`src/rtl/dbpk_pkg.sv`:
```
// Shared types, constants and the base decoder for the DNA base packer.
`timescale 1ns / 1ps

package dbpk_pkg;

    localparam int unsigned POS_W   = 32;
    localparam int unsigned WORD_W  = 32;
    localparam int unsigned KLEN_W  = 5;
    localparam int unsigned KMAX    = 16;
    localparam int unsigned PLANE_W = 27;
    localparam int unsigned PAIR_W  = 28;

    localparam logic [KLEN_W-1:0] KLEN_RESET = 5'd12;

    localparam logic [7:0] CH_UA = 8'h41;
    localparam logic [7:0] CH_UC = 8'h43;
    localparam logic [7:0] CH_UG = 8'h47;
    localparam logic [7:0] CH_UT = 8'h54;
    localparam logic [7:0] CH_LA = 8'h61;
    localparam logic [7:0] CH_LC = 8'h63;
    localparam logic [7:0] CH_LG = 8'h67;
    localparam logic [7:0] CH_LT = 8'h74;

    localparam logic [1:0] CODE_A = 2'd0;
    localparam logic [1:0] CODE_C = 2'd1;
    localparam logic [1:0] CODE_G = 2'd2;
    localparam logic [1:0] CODE_T = 2'd3;

    // One decoded beat as seen by the k-mer and packing units.
    typedef struct packed {
        logic       flush;
        logic       is_n;
        logic [1:0] code;
    } t_base;

    typedef struct packed {
        logic              valid;
        logic [WORD_W-1:0] value;
        logic [POS_W-1:0]  start;
    } t_kmer_res;

    typedef struct packed {
        logic               plane_valid;
        logic [PLANE_W-1:0] plane_index;
        logic [WORD_W-1:0]  low_plane;
        logic [WORD_W-1:0]  high_plane;
        logic [WORD_W-1:0]  n_mask;
        logic               pair_valid;
        logic [PAIR_W-1:0]  pair_index;
        logic [WORD_W-1:0]  pair_word;
    } t_pack_res;

    function automatic t_base decode_base(input logic [7:0] ch, input logic flush);
        t_base b;
        b.flush = flush;
        b.is_n  = 1'b0;
        b.code  = CODE_A;
        case (ch)
            CH_UA, CH_LA: b.code = CODE_A;
            CH_UC, CH_LC: b.code = CODE_C;
            CH_UG, CH_LG: b.code = CODE_G;
            CH_UT, CH_LT: b.code = CODE_T;
            default:      b.is_n = 1'b1;
        endcase
        return b;
    endfunction

endpackage

```
`src/rtl/dbpk_kmer.sv`:
```
// Rolling k-mer register, run counter and sampled k-mer detection.
`timescale 1ns / 1ps

module dbpk_kmer #(
    parameter int unsigned SAMPLE_STEP = 4
) (
    input  logic                      i_clk,
    input  logic                      i_rst_n,
    input  logic                      i_adv,
    input  dbpk_pkg::t_base           i_base,
    input  logic [dbpk_pkg::POS_W-1:0]  i_pos,
    input  logic [dbpk_pkg::KLEN_W-1:0] i_k,
    output dbpk_pkg::t_kmer_res       o_res
);
    import dbpk_pkg::*;

    localparam int unsigned RES_W = (SAMPLE_STEP > 1) ? $clog2(SAMPLE_STEP) : 1;
    localparam int unsigned SUM_W = RES_W + 2;
    localparam logic [SUM_W-1:0] STEP = SUM_W'(SAMPLE_STEP);
    // residue of 2^32, used when the start position wraps below zero
    localparam logic [SUM_W-1:0] WRAP_RES = SUM_W'(64'h1_0000_0000 % SAMPLE_STEP);

    logic [WORD_W-1:0] r_kmer;
    logic [KLEN_W-1:0] r_run;
    logic [RES_W-1:0]  r_res;      // position mod SAMPLE_STEP

    logic [WORD_W-1:0] n_kmer;
    logic [KLEN_W-1:0] n_run;
    logic [RES_W-1:0]  n_res;

    logic [2*KLEN_W-1:0] two_k;
    logic [WORD_W:0]     mask_ext;
    logic [WORD_W-1:0]   kmask;
    logic [WORD_W-1:0]   shifted;
    logic [KLEN_W:0]     run_inc;
    logic                full;
    logic [POS_W-1:0]    next_pos;
    logic [POS_W-1:0]    start;
    logic                wrap;
    logic [RES_W-1:0]    k_res;
    logic [SUM_W-1:0]    sum0;
    logic [SUM_W-1:0]    sum1;
    logic [SUM_W-1:0]    sum2;

    always_comb begin
        k_res = '0;
        for (int i = 0; i <= KMAX; i++) begin
            if (i_k == KLEN_W'(i)) begin
                k_res = RES_W'(i % SAMPLE_STEP);
            end
        end
    end

    always_comb begin
        two_k    = {5'd0, i_k} << 1;
        mask_ext = (33'd1 << two_k) - 33'd1;
        kmask    = mask_ext[WORD_W-1:0];
        shifted  = WORD_W'(i_base.code) << (two_k - 10'd2);
        run_inc  = {1'b0, r_run} + 6'd1;
        full     = (run_inc >= {1'b0, i_k});
        next_pos = i_pos + 32'd1;
        start    = next_pos - POS_W'(i_k);
        wrap     = (next_pos < POS_W'(i_k));

        // residue of the next position; the counter restarts when the position wraps
        if (i_pos == '1 || r_res == RES_W'(SAMPLE_STEP - 1)) begin
            n_res = '0;
        end else begin
            n_res = r_res + RES_W'(1);
        end

        sum0 = SUM_W'(n_res) + STEP - SUM_W'(k_res) + (wrap ? WRAP_RES : '0);
        sum1 = (sum0 >= STEP) ? sum0 - STEP : sum0;
        sum2 = (sum1 >= STEP) ? sum1 - STEP : sum1;

        n_kmer = r_kmer;
        n_run  = r_run;
        o_res  = '0;
        if (i_base.is_n) begin
            n_kmer = '0;
            n_run  = '0;
        end else begin
            n_kmer = ((r_kmer >> 2) | shifted) & kmask;
            if (full) begin
                n_run = i_k - KLEN_W'(1);
                if (sum2 == '0) begin
                    o_res.valid = 1'b1;
                    o_res.value = n_kmer;
                    o_res.start = start;
                end
            end else begin
                n_run = run_inc[KLEN_W-1:0];
            end
        end
        if (i_base.flush) begin
            o_res = '0;
        end
    end

    always_ff @(posedge i_clk) begin
        if (!i_rst_n) begin
            r_kmer <= '0;
            r_run  <= '0;
            r_res  <= '0;
        end else if (i_adv && !i_base.flush) begin
            r_kmer <= n_kmer;
            r_run  <= n_run;
            r_res  <= n_res;
        end
    end

endmodule

```
`src/rtl/dbpk_pack.sv`:
```
// Bit-plane and 2-bit pair packers with group-complete and flush reporting.
`timescale 1ns / 1ps

module dbpk_pack (
    input  logic                       i_clk,
    input  logic                       i_rst_n,
    input  logic                       i_adv,
    input  dbpk_pkg::t_base            i_base,
    input  logic [dbpk_pkg::POS_W-1:0] i_pos,
    output dbpk_pkg::t_pack_res        o_res
);
    import dbpk_pkg::*;

    logic [WORD_W-1:0] r_low;
    logic [WORD_W-1:0] r_high;
    logic [WORD_W-1:0] r_nacc;
    logic [WORD_W-1:0] r_pair;

    logic [WORD_W-1:0] n_low;
    logic [WORD_W-1:0] n_high;
    logic [WORD_W-1:0] n_nacc;
    logic [WORD_W-1:0] n_pair;

    logic [WORD_W-1:0] low_upd;
    logic [WORD_W-1:0] high_upd;
    logic [WORD_W-1:0] nacc_upd;
    logic [WORD_W-1:0] pair_upd;
    logic              plane_end;
    logic              pair_end;

    always_comb begin
        low_upd   = r_low  | (WORD_W'(i_base.code[0]) << i_pos[4:0]);
        high_upd  = r_high | (WORD_W'(i_base.code[1]) << i_pos[4:0]);
        nacc_upd  = r_nacc | (WORD_W'(i_base.is_n) << i_pos[4:0]);
        pair_upd  = r_pair | (WORD_W'(i_base.code) << {i_pos[3:0], 1'b0});
        plane_end = (i_pos[4:0] == 5'h1f);
        pair_end  = (i_pos[3:0] == 4'hf);

        o_res  = '0;
        n_low  = plane_end ? '0 : low_upd;
        n_high = plane_end ? '0 : high_upd;
        n_nacc = plane_end ? '0 : nacc_upd;
        n_pair = pair_end  ? '0 : pair_upd;

        if (i_base.flush) begin
            // partial words, only when the group has at least one base
            if (i_pos[4:0] != 5'd0) begin
                o_res.plane_valid = 1'b1;
                o_res.plane_index = i_pos[POS_W-1:5];
                o_res.low_plane   = r_low;
                o_res.high_plane  = r_high;
                o_res.n_mask      = r_nacc;
            end
            if (i_pos[3:0] != 4'd0) begin
                o_res.pair_valid = 1'b1;
                o_res.pair_index = i_pos[POS_W-1:4];
                o_res.pair_word  = r_pair;
            end
        end else begin
            if (plane_end) begin
                o_res.plane_valid = 1'b1;
                o_res.plane_index = i_pos[POS_W-1:5];
                o_res.low_plane   = low_upd;
                o_res.high_plane  = high_upd;
                o_res.n_mask      = nacc_upd;
            end
            if (pair_end) begin
                o_res.pair_valid = 1'b1;
                o_res.pair_index = i_pos[POS_W-1:4];
                o_res.pair_word  = pair_upd;
            end
        end
    end

    always_ff @(posedge i_clk) begin
        if (!i_rst_n) begin
            r_low  <= '0;
            r_high <= '0;
            r_nacc <= '0;
            r_pair <= '0;
        end else if (i_adv && !i_base.flush) begin
            r_low  <= n_low;
            r_high <= n_high;
            r_nacc <= n_nacc;
            r_pair <= n_pair;
        end
    end

endmodule

```
`src/rtl/dna_base_packer_kmer_extractor.sv`:
```
// Top level: input register, position counter, k-mer and packing units, result register.
`timescale 1ns / 1ps

// One reference character per input beat, one result beat per input beat. Throughput
// is one beat per clock with no bubbles while i_out_stall is low; an accepted beat passes
// through the input register, then the k-mer and packing logic into the result
// register. Stall on the result side propagates to o_in_stall in the same cycle.
// k (kmer_length) must only be written while no beat is in flight; 0 acts as 1 and
// values above 16 act as 16. The base position wraps at 2^32 and the sampling test
// uses the wrapped start position. A flush beat changes no k-mer, pack or position state.
module dna_base_packer_kmer_extractor #(
    parameter int unsigned SAMPLE_STEP = 4
) (
    input  logic                         i_clk,
    input  logic                         i_rst_n,
    input  logic                         i_cfg_we,
    input  logic [dbpk_pkg::KLEN_W-1:0]  i_cfg_wdata,
    input  logic                         i_in_valid,
    output logic                         o_in_stall,
    input  logic [7:0]                   i_base_char,
    input  logic                         i_flush,
    output logic                         o_out_valid,
    input  logic                         i_out_stall,
    output logic                         o_kmer_valid,
    output logic [dbpk_pkg::WORD_W-1:0]  o_kmer_value,
    output logic [dbpk_pkg::POS_W-1:0]   o_kmer_start,
    output logic                         o_plane_valid,
    output logic [dbpk_pkg::PLANE_W-1:0] o_plane_index,
    output logic [dbpk_pkg::WORD_W-1:0]  o_low_plane,
    output logic [dbpk_pkg::WORD_W-1:0]  o_high_plane,
    output logic [dbpk_pkg::WORD_W-1:0]  o_n_mask,
    output logic                         o_pair_valid,
    output logic [dbpk_pkg::PAIR_W-1:0]  o_pair_index,
    output logic [dbpk_pkg::WORD_W-1:0]  o_pair_word
);
    import dbpk_pkg::*;

    logic [KLEN_W-1:0] r_kmer_length;
    logic              r_in_valid;
    logic [7:0]        r_char;
    logic              r_flush;
    logic [POS_W-1:0]  r_pos;
    logic              r_out_valid;
    t_kmer_res         r_kmer_res;
    t_pack_res         r_pack_res;

    logic              out_adv;
    logic              move;
    logic              in_acc;
    logic [KLEN_W-1:0] eff_k;
    t_base             base;
    t_kmer_res         kmer_res;
    t_pack_res         pack_res;

    assign out_adv    = !r_out_valid || !i_out_stall;
    assign move       = r_in_valid && out_adv;
    assign o_in_stall = r_in_valid && !out_adv;
    assign in_acc     = i_in_valid && !o_in_stall;
    assign base       = decode_base(r_char, r_flush);

    always_comb begin
        if (r_kmer_length == '0) begin
            eff_k = KLEN_W'(1);
        end else if (r_kmer_length > KLEN_W'(KMAX)) begin
            eff_k = KLEN_W'(KMAX);
        end else begin
            eff_k = r_kmer_length;
        end
    end

    always_ff @(posedge i_clk) begin
        if (!i_rst_n) begin
            r_kmer_length <= KLEN_RESET;
        end else if (i_cfg_we) begin
            r_kmer_length <= i_cfg_wdata;
        end
    end

    always_ff @(posedge i_clk) begin
        if (!i_rst_n) begin
            r_in_valid <= 1'b0;
        end else if (in_acc) begin
            r_in_valid <= 1'b1;
        end else if (move) begin
            r_in_valid <= 1'b0;
        end
    end

    always_ff @(posedge i_clk) begin
        if (in_acc) begin
            r_char  <= i_base_char;
            r_flush <= i_flush;
        end
    end

    always_ff @(posedge i_clk) begin
        if (!i_rst_n) begin
            r_pos <= '0;
        end else if (move && !r_flush) begin
            r_pos <= r_pos + 32'd1;
        end
    end

    dbpk_kmer #(
        .SAMPLE_STEP (SAMPLE_STEP)
    ) u_kmer (
        .i_clk   (i_clk),
        .i_rst_n (i_rst_n),
        .i_adv   (move),
        .i_base  (base),
        .i_pos   (r_pos),
        .i_k     (eff_k),
        .o_res   (kmer_res)
    );

    dbpk_pack u_pack (
        .i_clk   (i_clk),
        .i_rst_n (i_rst_n),
        .i_adv   (move),
        .i_base  (base),
        .i_pos   (r_pos),
        .o_res   (pack_res)
    );

    always_ff @(posedge i_clk) begin
        if (!i_rst_n) begin
            r_out_valid <= 1'b0;
        end else if (out_adv) begin
            r_out_valid <= move;
        end
    end

    always_ff @(posedge i_clk) begin
        if (move) begin
            r_kmer_res <= kmer_res;
            r_pack_res <= pack_res;
        end
    end

    assign o_out_valid   = r_out_valid;
    assign o_kmer_valid  = r_kmer_res.valid;
    assign o_kmer_value  = r_kmer_res.value;
    assign o_kmer_start  = r_kmer_res.start;
    assign o_plane_valid = r_pack_res.plane_valid;
    assign o_plane_index = r_pack_res.plane_index;
    assign o_low_plane   = r_pack_res.low_plane;
    assign o_high_plane  = r_pack_res.high_plane;
    assign o_n_mask      = r_pack_res.n_mask;
    assign o_pair_valid  = r_pack_res.pair_valid;
    assign o_pair_index  = r_pack_res.pair_index;
    assign o_pair_word   = r_pack_res.pair_word;

endmodule

```
`config.mk`:
```
export PLATFORM = sky130hd
export DESIGN_NAME = dna_base_packer_kmer_extractor
export DESIGN_NICKNAME = d
export VERILOG_FILES = /design/src/rtl/dbpk_pkg.sv /design/src/rtl/dbpk_kmer.sv /design/src/rtl/dbpk_pack.sv /design/src/rtl/dna_base_packer_kmer_extractor.sv
export SDC_FILE = /design/constraint.sdc
export NUM_CORES = 1
export LEC_CHECK = 0
export BUFFER_PORTS_ARGS = -buffer_cell sky130_fd_sc_hd__buf_2
export CAP_MARGIN = 20
export CORE_MARGIN = 3
export CORE_UTILIZATION = 38
export DETAILED_ROUTE_END_ITERATION = 16
export SYNTH_ARGS = -nofsm -noshare
export SYNTH_HDL_FRONTEND = slang
export SYNTH_SLANG_ARGS = --single-unit
```
`constraint.sdc`:
```
create_clock -name i_clk -period 28.5 [get_ports i_clk]
set_input_delay 1.425 -clock i_clk [delete_from_list [all_inputs] [get_ports i_clk]]
set_output_delay 1.425 -clock i_clk [all_outputs]
set_load 0.02 [all_outputs]
```
==> impl.org <==
** Critical path
- In this run the worst path has a maximum fanout of 65.
- CP max stage cell :: nor2_1
- The critical path is of the reg2reg type.
- Launching element type of the critical path :: register
- Library cell appearing most often on the critical path :: nor2_1
- STA puts the critical path data required time at 28.82 ns.
- Cell type group with the largest total delay on the critical path :: simple AND/OR/NAND/NOR gates
- The worst setup path is captured at a register.
- Arrival time reported for the critical path endpoint :: 5.27 ns
- Max incr delay on CP :: 0.68 ns
- Counting both buffers and inverters, the worst setup path holds a total of 3.
- CP cell instances :: nor3_1, nor2_1, nor2_1, clkinv_1, ha_1, inv_1, a21oi_1, nor2_1, ha_1, xnor2_1, xnor2_1, or4_2, buf_4, a2111oi_1

** Global route
- For this run the aggregate overflow at the end of global routing stands at 0.
- Vias in the first global route :: 14200
- Entering global routing, the biggest net connects 97 pins.
- The number of antenna violations at the first check in global routing is 2.
- The first global-routing pass estimated 84200 um of wire.
- Global routing consumed, over all layers together, 19.1% of the routing resources.

** Routing
- Dividing the detail-routed wire length by the instance count gives 19.3 um.
- DRC violations left :: 0
- Drt pass-1 iters :: 5
- Total number of vias :: 15000
- Detailed Route Iter0 Violations :: 1198
- Dividing the detail-routed via count by the number of cells gives 5.30.
- Number of nets still failing antenna checks after routing :: 0
- Overall routed net length :: 54700 um

** Logic synthesis
- Post-synthesis average cell area :: 10.5 um^2
- Of all cell types, the one taking the most synthesized area is edfxtp_1.
- For this run, the register share of the synthesized area comes to 59.2%.
- Cells after synthesis :: 1906
- Counting flops with a built-in enable in the synthesized netlist gives 258.
- Synth async-reset ratio :: 0%
- For this run, the number of Yosys warnings is 0.
- In this run, synthesis produced a sequential element count of 462.
- Synth Cell Area :: 20000 um^2
- Proportion of netlist area held by the largest area contributor :: 38.8%
- The most used flip-flop cell after synthesis is edfxtp_1.
- Net count after synthesis :: 1948
- Sorting the synthesized cells by area gives the leading types as edfxtp_1 (39%), dfxtp_1 (20%), nor2_1 (5.8%), a21oi_1 (3.4%), xnor2_1 (2.9%).
- The number of different library cells used by synthesis comes to 70.

** Timing
- Worst clock skew :: 0.0180 ns
- The worst path needs 4.94 ns of the cycle, external delays included.
- Final hold vios :: 0
- Static timing analysis puts the maximum clock frequency at 202 MHz.
- Setup repair after global routing left no endpoint under its margin.
- Final count of negative-setup-slack endpoints :: 0
- Setup total negative slack on the finished layout was measured at 0 ns.
- After layout, the worst path uses 17.3% of the clock period.
- Transition time at the pin with the least slew margin :: 1.04 ns
- Final number of max-transition violations :: 0
- Slew margin rel. :: 30.2%

** Clock network
- For this design, the CTS-stage hold fixing added 0 buffers.
- Clock Pin Slew Worst Setup and Hold Paths :: 0.06 ns
- Counting along the longest clock path gives a buffer depth of 3.
- Number of post-CTS setup repair buffers :: 0
- Clock tree from TritonCTS :: done
- Clock sinks :: 462
- Clock root buffer :: clkbuf_16
- Clock latency on the worst-skew pair :: 0.59 ns
- Post-cts sizing count :: 0
- The clock tree synthesis step divided the H-tree into 2 levels.
- In this run, CTS created clock tree buffers numbering 48.

** Flow run
- Max-cap violations in this run came to 0.

** Hold path
- In this run the worst hold path is classified as reg2reg.

** Floorplanning
- Die span in y :: 235 um
- The initial utilization of the core area, before any placement, comes to 38.7%.
- 271 I/O pins were placed.
- Core box area :: 51600 um^2
- Rows :: 83
- Measured along the x axis, the die boundary spans 235 um.
- Full die area :: 55400 um^2

** Finish
- Summing all non-filler instances in the final layout gives an area of 23500 um^2.
- Leaving out fill and tap cells, the most frequent cells in the layout are nor2_1 (306), buf_2 (269), edfxtp_1 (258), dfxtp_1 (204), a21oi_1 (133).
- Commonest non-fill, non-tap cell in the layout :: nor2_1
- Storage cell area :: 11800 um^2
- Final nets :: 2153
- Layout-stage area growth over the synthesis result :: 17.4%
- Ratio of cells with drive above 1 in the final layout :: 18.9%
- Antenna Diode Count :: 0
- Area used by multi-input combinational logic :: 7580 um^2
- Number of filler cells placed in the layout :: 4861

** Power and ir drop
- PwrDens :: 61.3 nW/um^2
- Pleak :: 0.00851 uW
- Maximum vdd drop :: 0.0397 mV

** Placement
- Detailed placement HPWL :: 36200 um
- In this run the tool buffered the top-level ports with 269 buffer cells.
- The congestion estimate from routability-driven global placement came to 0.885.
- The placed instances occupy a cell area of 21900 um^2.

** Status
- The flow ran to the end, and the final reports show no timing, DRC or antenna violations.
area by class of cell:
type,instances,area share [%]
Tap cell,680,3.63
Inverter,21,0.341
Clock inverter,27,0.965
Clock buffer,63,5.71
Timing Repair Buffer,294,6.62
Sequential cell,462,50.4
Multi-Input combinational cell,1284,32.3
metrics by stage:
stage / std cells / util (%) / total power [uW] / hold slack, ns / setup WS [ns]
finish: 2831 / 45.5 / 1440 / 0.465 / 23.56
CTS: 2829 / 45.4 / 1460 / 0.466 / 23.50
global placement: 2739 / 42.4 / 830 / 0.444 / 23.43
floorplan: 1906 / - / 811 / 0.429 / 6.82
global route: 2831 / 45.5 / 1490 / 0.480 / 23.07
detailed placement: 2739 / 42.4 / 831 / 0.451 / 23.34
cell usage after synthesis, drive strengths merged (13+ instances only):
cell,instances
dfxtp,204
a22o,56
xnor2,66
a21boi,16
o21ai,64
a31oi,62
and2,71
nand4,17
a21oi,134
nand2,114
nor4,13
clkbuf,101
nand3,37
and3,17
xor2,21
nor3,46
nor2b,75
ha,22
nor2,310
inv,18
edfxtp,258
buf,38
a32o,17
kinds of logic after synthesis:
kind of cell               share of synthesized area (%)
adders and majority gates                           1.48
and+or+nand+nor                                     18.2
DFF                                                 59.2
xor gates and xnor gates                            3.81
muxes                                              0.608
buffers and inverters                               3.23
AOI/OAI and AO/OA                                   13.4
tightest hold or removal path: cells and delay by family (launching register included):
family | cells | cell delay [ns]
compound gates | 1 | 0.06
flops | 1 | 0.31
simple gates | 1 | 0.05
per-layer routing:
metal / track usage [%] / part of all wire (%) / up-vias
met5: 0 / 0 / -
met2: 29.0 / 44 / 493
met1: 27.4 / 47 / 7225
li1: - / - / 7196
met4: 6.23 / 2.9 / 0
met3: 3.74 / 6.3 / 92
where the power goes:
part | switching (uW) | internal [uW] | total, uW | leakage, uW
Sequential | 7.03 | 718 | 725 | 0.00404
Clock | 263 | 359 | 622 | 0.000762
Combinational | 67.2 | 23.7 | 91.0 | 0.00370
Total | 337 | 1100 | 1440 | 0.00851
final timing paths:
path                                         from           endpoint  slack [ns]  cells after the start
worst min register to register  u_kmer.r_kmer[11]  u_kmer.r_kmer[11]        0.46                      2
worst min-delay path            u_kmer.r_kmer[11]  u_kmer.r_kmer[11]        0.46                      2
worst max-delay path             r_kmer_length[3]   o_kmer_value[16]       23.56                     14
worst max register to register   r_kmer_length[3]   o_kmer_value[16]       23.56                     14
(Power assumes the default switching activity.)
